File: config.mk
export PLATFORM = sky130hd
export DESIGN_NAME = frbq_ctrl
export DESIGN_NICKNAME = d
export VERILOG_FILES = /design/src/sv/frbq_pkg.sv /design/src/sv/frbq_ctrl.sv
export SDC_FILE = /design/constraint.sdc
export NUM_CORES = 1
export LEC_CHECK = 0
export BUFFER_PORTS_ARGS = -buffer_cell sky130_fd_sc_hd__clkbuf_2
export CAP_MARGIN = 20
export CORE_MARGIN = 2
export CORE_UTILIZATION = 60
export CTS_BUF_LIST = sky130_fd_sc_hd__clkbuf_8
export CTS_CLUSTER_SIZE = 10
export DETAILED_ROUTE_END_ITERATION = 6
export GPL_TIMING_DRIVEN = 0
export PLACE_DENSITY = 0.83
export REMOVE_ABC_BUFFERS = 1
export SYNTH_ARGS = -nofsm -noshare
export SYNTH_HDL_FRONTEND = slang
export SYNTH_SLANG_ARGS = --single-unit
File: constraint.sdc
create_clock -name clk -period 8.7 [get_ports clk]
set_clock_uncertainty 0.2 [all_clocks]
set_input_delay 2.175 -clock clk [delete_from_list [all_inputs] [get_ports clk]]
set_output_delay 2.175 -clock clk [all_outputs]
set_load 0.05 [all_outputs]
File: src/sv/frbq_pkg.sv
// Shared types, constants and pointer helpers for the framed byte ring queue.
// Used by frbq_ctrl and framed_byte_ring_queue_core. Depends on nothing.

package frbq_pkg;

  // Ring size and derived widths
  localparam int BUF_BYTES = 4096;
  localparam int PTR_W     = $clog2(BUF_BYTES);
  localparam int CNT_W     = PTR_W + 1;
  localparam int LEN_W     = 12;
  localparam int CMP_W     = (CNT_W > LEN_W) ? CNT_W : LEN_W;
  localparam int VALUE_W   = 64;

  typedef logic [PTR_W-1:0] ptr_t;

  // Request operations
  localparam logic OP_PUSH = 1'b0;
  localparam logic OP_POP  = 1'b1;

  // Result kinds
  typedef enum logic [2:0] {
    KIND_ACCEPTED  = 3'd0,
    KIND_REJECTED  = 3'd1,
    KIND_EMPTY     = 3'd2,
    KIND_ADDR_LEN  = 3'd3,
    KIND_ADDR_BYTE = 3'd4,
    KIND_CONN_ID   = 3'd5,
    KIND_PAY_LEN   = 3'd6,
    KIND_PAY_BYTE  = 3'd7
  } kind_t;

  // Record field sequence on the pop side
  typedef enum logic [2:0] {
    PH_ADDR_LEN   = 3'd0,
    PH_ADDR_BYTES = 3'd1,
    PH_CONN_ID    = 3'd2,
    PH_PAY_LEN    = 3'd3,
    PH_PAY_BYTES  = 3'd4
  } phase_t;

  // One result from the sequencer to the output register
  typedef struct packed {
    logic                valid;
    kind_t               kind;
    logic [VALUE_W-1:0]  value;
    logic                last;
  } result_t;

  // Advance a ring pointer with wrap
  function automatic ptr_t ptr_inc(input ptr_t p);
    ptr_t r;
    if (p == ptr_t'(BUF_BYTES - 1)) begin
      r = '0;
    end else begin
      r = ptr_t'(p + ptr_t'(1));
    end
    return r;
  endfunction

  // Bytes stored between read and write pointers
  function automatic ptr_t fill_level(input ptr_t wp, input ptr_t rp);
    logic [CNT_W-1:0] s;
    ptr_t             r;
    s = {1'b0, wp} + CNT_W'(BUF_BYTES) - {1'b0, rp};
    if (wp >= rp) begin
      r = ptr_t'(wp - rp);
    end else begin
      r = s[PTR_W-1:0];
    end
    return r;
  endfunction

endpackage

File: src/sv/frbq_ctrl.sv
// Push admission and record-field pop sequencer for the framed byte ring queue.
// Depends on frbq_pkg; drives the ring RAM ports and hands results to the top level.

module frbq_ctrl (
  input  logic                          clk,
  input  logic                          rst,
  input  logic                          start,
  input  logic                          op,
  input  logic [7:0]                    data_byte,
  input  logic [frbq_pkg::LEN_W-1:0]    msg_length,
  input  logic                          first_byte,
  output logic                          busy,
  output frbq_pkg::result_t             res,
  output logic                          ram_wr_en,
  output frbq_pkg::ptr_t                ram_wr_addr,
  output logic [7:0]                    ram_wr_data,
  output logic                          ram_rd_en,
  output frbq_pkg::ptr_t                ram_rd_addr,
  input  logic [7:0]                    ram_rd_data
);

  typedef enum logic [2:0] {
    ST_IDLE = 3'b001,
    ST_EXEC = 3'b010,
    ST_READ = 3'b100
  } state_t;

  // Control state
  state_t                         state, state_next;
  frbq_pkg::ptr_t                 wp, wp_next;
  frbq_pkg::ptr_t                 rp, rp_next;
  logic                           macc, macc_next;
  frbq_pkg::phase_t               phase, phase_next;
  logic [15:0]                    rem, rem_next;

  // Latched request and read sequencing
  logic                           op_q;
  logic [7:0]                     db_q;
  logic [frbq_pkg::LEN_W-1:0]     len_q;
  logic                           fb_q;
  frbq_pkg::ptr_t                 cursor, cursor_next;
  logic [3:0]                     iss, iss_next;
  logic [2:0]                     got, got_next;
  logic                           pend, pend_next;
  logic [3:0]                     need, need_next;
  logic [frbq_pkg::VALUE_W-1:0]   acc, acc_next;

  // Derived values
  frbq_pkg::ptr_t                 used;
  logic [frbq_pkg::CNT_W-1:0]     free;
  logic                           fits;
  logic                           acc_flag;
  frbq_pkg::phase_t               phase_eff;
  logic [3:0]                     need_eff;
  logic [frbq_pkg::VALUE_W-1:0]   merged;
  logic [15:0]                    len16;
  logic [15:0]                    rem_dec;

  assign busy = (state != ST_IDLE);

  // Fill level, admission test and field width
  always_comb begin
    used     = frbq_pkg::fill_level(wp, rp);
    free     = frbq_pkg::CNT_W'(frbq_pkg::BUF_BYTES) - {1'b0, used};
    fits     = frbq_pkg::CMP_W'(free) > frbq_pkg::CMP_W'(len_q);
    acc_flag = fb_q ? fits : macc;
    unique case (phase)
      frbq_pkg::PH_ADDR_BYTES,
      frbq_pkg::PH_CONN_ID,
      frbq_pkg::PH_PAY_LEN,
      frbq_pkg::PH_PAY_BYTES: phase_eff = phase;
      default:                phase_eff = frbq_pkg::PH_ADDR_LEN;
    endcase
    unique case (phase_eff)
      frbq_pkg::PH_CONN_ID:    need_eff = 4'd8;
      frbq_pkg::PH_ADDR_BYTES,
      frbq_pkg::PH_PAY_BYTES:  need_eff = 4'd1;
      default:                 need_eff = 4'd2;
    endcase
    merged                   = acc;
    merged[{got, 3'b000} +: 8] = ram_rd_data;
    len16                    = merged[15:0];
    rem_dec                  = (rem != 16'd0) ? 16'(rem - 16'd1) : 16'd0;
  end

  // Sequencer
  always_comb begin
    state_next  = state;
    wp_next     = wp;
    rp_next     = rp;
    macc_next   = macc;
    phase_next  = phase;
    rem_next    = rem;
    cursor_next = cursor;
    iss_next    = iss;
    got_next    = got;
    pend_next   = 1'b0;
    need_next   = need;
    acc_next    = acc;
    ram_wr_en   = 1'b0;
    ram_rd_en   = 1'b0;
    res         = '{valid: 1'b0, kind: frbq_pkg::KIND_ACCEPTED, value: '0, last: 1'b0};

    unique case (state)
      ST_IDLE: begin
        if (start) begin
          state_next = ST_EXEC;
        end
      end

      ST_EXEC: begin
        if (op_q == frbq_pkg::OP_PUSH) begin
          // Admit or drop one message byte
          res.valid  = 1'b1;
          macc_next  = acc_flag;
          state_next = ST_IDLE;
          if (!acc_flag) begin
            res.kind = frbq_pkg::KIND_REJECTED;
          end else if (used >= frbq_pkg::ptr_t'(frbq_pkg::BUF_BYTES - 1)) begin
            macc_next = 1'b0;
            res.kind  = frbq_pkg::KIND_REJECTED;
          end else begin
            ram_wr_en = 1'b1;
            wp_next   = frbq_pkg::ptr_inc(wp);
            res.kind  = frbq_pkg::KIND_ACCEPTED;
          end
        end else begin
          // Check stored bytes against the field width, then start reads
          phase_next = phase_eff;
          need_next  = need_eff;
          if (used < frbq_pkg::ptr_t'(need_eff)) begin
            res.valid  = 1'b1;
            res.kind   = frbq_pkg::KIND_EMPTY;
            state_next = ST_IDLE;
          end else begin
            state_next  = ST_READ;
            cursor_next = rp;
            iss_next    = 4'd0;
            got_next    = 3'd0;
            acc_next    = '0;
          end
        end
      end

      ST_READ: begin
        // Issue one byte read per cycle
        ram_rd_en = (iss < need);
        pend_next = ram_rd_en;
        if (ram_rd_en) begin
          cursor_next = frbq_pkg::ptr_inc(cursor);
          iss_next    = 4'(iss + 4'd1);
        end
        // Collect returned bytes, little-endian
        if (pend) begin
          acc_next = merged;
          got_next = 3'(got + 3'd1);
          if (4'({1'b0, got} + 4'd1) == need) begin
            res.valid  = 1'b1;
            res.value  = merged;
            rp_next    = cursor;
            state_next = ST_IDLE;
            unique case (phase)
              frbq_pkg::PH_ADDR_LEN: begin
                res.kind = frbq_pkg::KIND_ADDR_LEN;
                if (len16 == 16'd0) begin
                  phase_next = frbq_pkg::PH_CONN_ID;
                end else begin
                  rem_next   = len16;
                  phase_next = frbq_pkg::PH_ADDR_BYTES;
                end
              end
              frbq_pkg::PH_ADDR_BYTES: begin
                res.kind = frbq_pkg::KIND_ADDR_BYTE;
                rem_next = rem_dec;
                if (rem_dec == 16'd0) begin
                  phase_next = frbq_pkg::PH_CONN_ID;
                end
              end
              frbq_pkg::PH_CONN_ID: begin
                res.kind   = frbq_pkg::KIND_CONN_ID;
                phase_next = frbq_pkg::PH_PAY_LEN;
              end
              frbq_pkg::PH_PAY_LEN: begin
                res.kind = frbq_pkg::KIND_PAY_LEN;
                if (len16 == 16'd0) begin
                  res.last   = 1'b1;
                  phase_next = frbq_pkg::PH_ADDR_LEN;
                end else begin
                  rem_next   = len16;
                  phase_next = frbq_pkg::PH_PAY_BYTES;
                end
              end
              frbq_pkg::PH_PAY_BYTES: begin
                res.kind = frbq_pkg::KIND_PAY_BYTE;
                rem_next = rem_dec;
                if (rem_dec == 16'd0) begin
                  res.last   = 1'b1;
                  phase_next = frbq_pkg::PH_ADDR_LEN;
                end
              end
              default: begin
                phase_next = frbq_pkg::PH_ADDR_LEN;
              end
            endcase
          end
        end
      end

      default: begin
        state_next = ST_IDLE;
      end
    endcase
  end

  assign ram_wr_addr = wp;
  assign ram_wr_data = db_q;
  assign ram_rd_addr = cursor;

  // Control registers
  always_ff @(posedge clk) begin
    if (rst) begin
      state <= ST_IDLE;
      wp    <= '0;
      rp    <= '0;
      macc  <= 1'b0;
      phase <= frbq_pkg::PH_ADDR_LEN;
      rem   <= '0;
      pend  <= 1'b0;
    end else begin
      state <= state_next;
      wp    <= wp_next;
      rp    <= rp_next;
      macc  <= macc_next;
      phase <= phase_next;
      rem   <= rem_next;
      pend  <= pend_next;
    end
  end

  // Request latch and read bookkeeping
  always_ff @(posedge clk) begin
    if ((state == ST_IDLE) && start) begin
      op_q  <= op;
      db_q  <= data_byte;
      len_q <= msg_length;
      fb_q  <= first_byte;
    end
    cursor <= cursor_next;
    iss    <= iss_next;
    got    <= got_next;
    need   <= need_next;
    acc    <= acc_next;
  end

endmodule

Word-level counts from Yosys, hierarchy flattened
Index checks and enable logic that the tools add are counted.
{"block": "word_totals", "word_cells": 137, "register_bits": 157}
{"block": "classes", "mux": 58, "n_reduce_logical": 20, "order_cmp": 5, "n_bitwise": 2, "n_shift": 2, "eq_ne": 23, "n_addsub": 11}
{"operator": "$mux 64", "count": 3}
{"operator": "$mux 69", "count": 2}
{"operator": "$pmux 64 s2", "count": 1}
{"operator": "$mux 12", "count": 6}
{"operator": "$mux 65", "count": 1}
{"operator": "$bwmux 64", "count": 1}
{"operator": "$shift 8x8->64 const A", "count": 1}
{"operator": "$shiftx 8x8->64", "count": 1}
{"operator": "$mux 3", "count": 15}
{"operator": "$add 12x1->12 const B", "count": 3}
{"operator": "$logic_not 16->1", "count": 2}
{"operator": "$mux 16", "count": 2}
{"operator": "$pmux 16 s2", "count": 1}
{"operator": "$pmux 3 s5", "count": 2}
{"operator": "$eq 12x12->1 const B", "count": 2}
{"operator": "$pmux 12 s2", "count": 1}
{"operator": "$pmux 4 s2", "count": 3}
{"operator": "$sub 12x12->12", "count": 2}
{"operator": "$mux 4", "count": 5}
{"operator": "$reduce_bool 16->1", "count": 1}
{"operator": "$sub 16x1->16 const B", "count": 1}
{"operator": "$ne 2x2->1 const B", "count": 7}
{"operator": "$gt 13x12->1", "count": 1}
{"operator": "$sub 13x12->13 const A", "count": 1}
{"operator": "other kinds (30)", "count": 56}

Logic depth before layout (Yosys ltp)
{"block": "depth", "ltp_word": 10, "depth_mapped": 22, "ltp_nobuf": 21}

Least setup slack after synthesis
Ideal clock, no wire load.
{"block": "synth_path", "path_kind": "flip-flop to output port", "from": "register wp[0] (netlist: ram_wr_addr[0])", "to": "output port res[65] (netlist name)", "arrival_ns": 4.339, "slack_ns": 1.986, "path_stages_with_launch": 19, "required_ns": 6.325, "cell_sequence": "dfxtp_1 inv_1 ha_1 inv_1 fa_1 a211o_1 nand4b_1 nand4_1 a211oi_2 nand3b_2 or3_1 xnor2_1 ha_1 a2111oi_0 a31oi_1 mux2i_1 o41a_4 o21ai_0 nand2_1"}
{"item": "start: declaration", "line_no": "frbq_ctrl.sv:30", "text": "frbq_pkg::ptr_t wp, wp_next;"}
{"item": "start signal: assignment", "line_no": "frbq_ctrl.sv:231", "text": "wp <= wp_next;"}
{"item": "end: declaration", "line_no": "frbq_ctrl.sv:13", "text": "output frbq_pkg::result_t res,"}

Final worst setup path
{"block": "layout_path", "from": "register wp[0] (netlist: ram_wr_addr[0])", "to": "output port ram_wr_en"}
{"block": "layout_via", "elab_chain_len": 9, "word_cells_on_any_way": 13, "classes_between": "add/sub (4); order compare (3); mux (6)"}
{"item": "$add 12x1->12", "line_no": "frbq_pkg.sv:64", "text": "s = {1'b0, wp} + CNT_W'(BUF_BYTES) - {1'b0, rp};"}
{"item": "$sub 12x12->12", "line_no": "frbq_pkg.sv:64"}
{"item": "$mux 12 *", "line_no": "frbq_pkg.sv:65", "text": "if (wp >= rp) begin"}
{"item": "$sub 13x12->13", "line_no": "frbq_ctrl.sv:64", "text": "free = frbq_pkg::CNT_W'(frbq_pkg::BUF_BYTES) - {1'b0, used};"}
{"item": "$gt 13x12->1", "line_no": "frbq_ctrl.sv:65", "text": "fits = frbq_pkg::CMP_W'(free) > frbq_pkg::CMP_W'(len_q);"}
{"item": "$mux 1", "line_no": "frbq_ctrl.sv:66", "text": "acc_flag = fb_q ? fits : macc;"}
{"item": "$mux 1 *", "line_no": "frbq_ctrl.sv:117", "text": "if (!acc_flag) begin"}
{"item": "$mux 1 *", "line_no": "frbq_ctrl.sv:112", "text": "if (op_q == frbq_pkg::OP_PUSH) begin"}
{"item": "$mux 1 *", "line_no": "frbq_ctrl.sv:104", "text": "unique case (state)"}
{"item": "end: declaration", "line_no": "frbq_ctrl.sv:14", "text": "output logic ram_wr_en,"}
Every way passes the cells marked *; elsewhere a longest branch is shown, timed or not.

==> reports/summary.txt <==
Final WL = 22,200 microns
Run status = completed
Root Buffer = clkbuf_8
Final Hold Viols = 0
P_int = 0.00115 W
Initial DRC count = 745
Layout area overhead = 13.7%
R2R cell count = 21
RSZ-0062 raised after global routing = no
Leading area contributor after synthesis = edfxtp_1
Total grt overflow = 0
Worst Hold Class = reg -> reg
Power share of the clock group = 39.5%
Crit path max-delay family = simple AND/OR/NAND/NOR gates
Nets = 1,179
Setup violations, final = 0
R2r startpoint = ram_wr_addr[0]$_SDFFE_PP0P_
Num CTS Buffers = 17
Comb pwr share = 6.4%
FF+latch count, synth = 156
Most frequent cells after synthesis = 125 x nor2_1, 111 x nand2_1, 108 x edfxtp_1, 78 x a21oi_1, 54 x inv_1
Finished Layout Cells = 1,309
Final ANT Viol Nets = 0
Total power = 0.00151 W
Global-route wire length before repair = 35,900 microns
Sw Share = 23.8%
Initial antenna violation count = 0
IO Count = 137
Htree depth = 4
Die height = 128 microns
Diode count = 0
Slowest-stage cell, CP = nor3_4
Worst-Margin Slew = 1.07 ns
Number of synthesized flops with an enable pin = 108
Crit path capture type = primary output
Max Clk Rate = 130 MHz
Layout cells sized above 1 = 18.5%
Clock sink total = 156
Port buffer count = 136
Max-cap viol count = 0
Net Sw Power = 0.000359 W
GPL Wtd Cong = 0.905
WHS = 0.266 ns
Hold path startpoint = rp[7]$_SDFFE_PP0P_
Startpoint types = register
CTS max path bufs = 2
Post-Syn Area = 0.00921 sq mm
Post_cts resized = 0
DR pass1 iterations = 5
DR vias = 7,867
Tcrit/Tclk final = 88.5%
Crit-path max cell delay = 0.46 ns
Cell count of the worst hold path = 2
Synth Instances = 1,001
Count leader, synth = nor2_1
Netlist cell types = 73
Die W = 128 microns
CP bufs+invs = 3
Hold EP = rp[7]$_SDFFE_PP0P_
Fill cell count = 1,151
Synth Flop Type = edfxtp_1
Post-Syn Area per Cell = 9.20 sq um
CP max FO = 13
LEAKAGE = 4.35 nW
Skew-Pair Late Insertion Delay = 0.46 ns
Sequential cell area fraction in the yosys report = 45.7%
Reg power frac = 54.0%
FF-to-FF End = ram_wr_addr[5]$_SDFFE_PP0P_
Setup_tns = 0 ns
Maximum vdd ir drop = 0.123 mV
Core ar. = 0.0151 sq mm
R2R Setup Slk = 3.39 ns
Cell Pwr Density = 144 mW/mm^2
Slew margin rel. = 28.6%
Drt wl/cell = 17.0 microns
Vias in the first global route = 7,351
CTS hold repair buffers = 0
Routed vias/inst = 6.01
Async set-reset flop share out of synthesis = 0%
DPL Wire Length = 15,600 microns
Minimum clock period = 7.70 ns
Crit Path Class = reg -> out
Tot GR Track Use = 27.5%
Post-synth top area share = 35.2%
CP Data Arrival Time = 5.33 ns
Post-CTS setup buffers = 0
Top post-synthesis cells by area = edfxtp_1 35%, dfxtp_1 10%, mux2i_1 5.7%
Max-slew violation count = 0
CTS tree = done
DRC violations left = 0
Yosys warnings = 0
Die area = 0.0164 sq mm
# rows = 45
Worst-path clk slew = 0.08 ns
Fin util = 69.4%
Worst path required time = 6.33 ns
Starting Density = 61.0%
Largest net degree at the start of global routing = 64
CP Cell Sequence = inv_1, ha_1, inv_1, fa_1, a211o_1, nand4b_1, nand4_1, a211oi_2, nand3b_2, or3_1, xnor2_1, ha_1, o21a_1, o21a_1, o32ai_1, a31oi_1, mux2i_1, o41a_4, nor3_4, clkbuf_2
Placed insts = 1,277
-- worst max path at each step --
stage                     cells past startpoint  slack [ns]                   startpoint              endpoint
after global placement                       10        0.23        phase[2]$_SDFFE_PP0P_  acc[3]$_SDFFCE_PN0P_
after floorplan                              18        1.98  ram_wr_addr[0]$_SDFFE_PP0P_               res[65]
after detailed placement                     20        1.66  ram_wr_addr[0]$_SDFFE_PP0P_             ram_wr_en
after CTS                                    20        1.06  ram_wr_addr[0]$_SDFFE_PP0P_             ram_wr_en
after global routing                         19        0.72  ram_wr_addr[0]$_SDFFE_PP0P_               res[65]
final                                        20         1.0  ram_wr_addr[0]$_SDFFE_PP0P_             ram_wr_en
-- layout make-up --
cell class | count | area (sq um) | share of cell area [%]
Sequential cell | 156 | 4200 | 40.2
Multi-Input combinational cell | 736 | 4590 | 43.8
Tap cell | 188 | 235 | 2.25
Clock buffer | 17 | 234 | 2.24
Timing Repair Buffer | 143 | 805 | 7.69
Inverter | 54 | 203 | 1.94
Clock inverter | 15 | 196 | 1.88
-- per-stage QoR --
step                cell area, sq um  worst slack [ns]
floorplan                       8970              1.98
global placement                9880             0.231
detailed placement             10000              1.66
CTS                            10500              1.06
global route                   10500             0.716
finish                         10500             0.998
-- worst reg2reg max path: stages (launching register included) --
cell      delay (ns)
dfxtp_1         0.38
inv_1           0.10
ha_1            0.16
inv_1           0.05
fa_1            0.43
a211o_1         0.34
nand4b_1        0.12
nand4_1         0.21
a211oi_2        0.35
nand3b_2        0.16
or3_1           0.43
xnor2_1         0.17
ha_1            0.36
o21a_1          0.13
o21a_1          0.10
o32ai_1         0.07
a31oi_1         0.18
mux2i_1         0.12
o41a_4          0.16
nor3_4          0.46
a41o_1          0.42
nor2_1          0.09
-- cell usage in the layout, fill, tap and decap left out, types with 5 or more instances in the layout --
cell and instances:
xor2_1 7, nand4_1 25, or3_1 5, o21a_1 5, a31oi_1 6, nor3_1 50
ha_1 37, nor4_1 6, o22ai_1 9, mux2i_1 52, nor2b_1 21, clkbuf_8 17
xnor2_1 31, nand2b_1 9, inv_1 55, dfxtp_1 48, a211oi_1 6, o21ai_0 30
nand2_1 111, or2_2 8, and3_1 11, nand3_1 22, a21oi_1 76, clkbuf_2 136
edfxtp_1 108, and2_1 7, nor2_1 123
-- state kept, by name (all words and copies together) (netlist names) --
register,count
got,3
ram_wr_data,8
fb_q,1
ram_wr_addr,12
need,3
state,3
rem,16
pend,1
acc,64
macc,1
rp,12
op_q,1
len_q,12
phase,3
ram_rd_addr,12
iss,4
-- power by group through the flow --
stage	logic [W]	clock network, W	registers (W)
6_report	0.0000970	0.000596	0.000814
3_3_place_gp	0.0000904	0	0.000832
3_5_place_dp	0.0000960	0	0.000831
2_1_floorplan	0.0000461	0	0.000844
4_1_cts	0.0000968	0.000600	0.000814
5_1_grt	0.000105	0.000629	0.000816
-- kinds of logic after synthesis --
family	after synthesis	synth area share, %
muxes	53	5.78
adders and majority gates	38	5.25
DFF	156	45.7
and+or+nand+nor	427	22.8
AOI/OAI and AO/OA	180	12.1
buffers and inverters	109	4.80
xor gates and xnor gates	38	3.61
-- routing by layer --
layer | GRT usage (%) | up-vias | share of wire [%]
met5 | 0 | - | 0
met4 | 12.4 | 0 | 2.8
met3 | 4.47 | 53 | 6.6
met2 | 43.8 | 313 | 47
met1 | 37.2 | 3707 | 44
li1 | - | 3794 | -
Note: power is estimated with default switching activity, not from simulation.
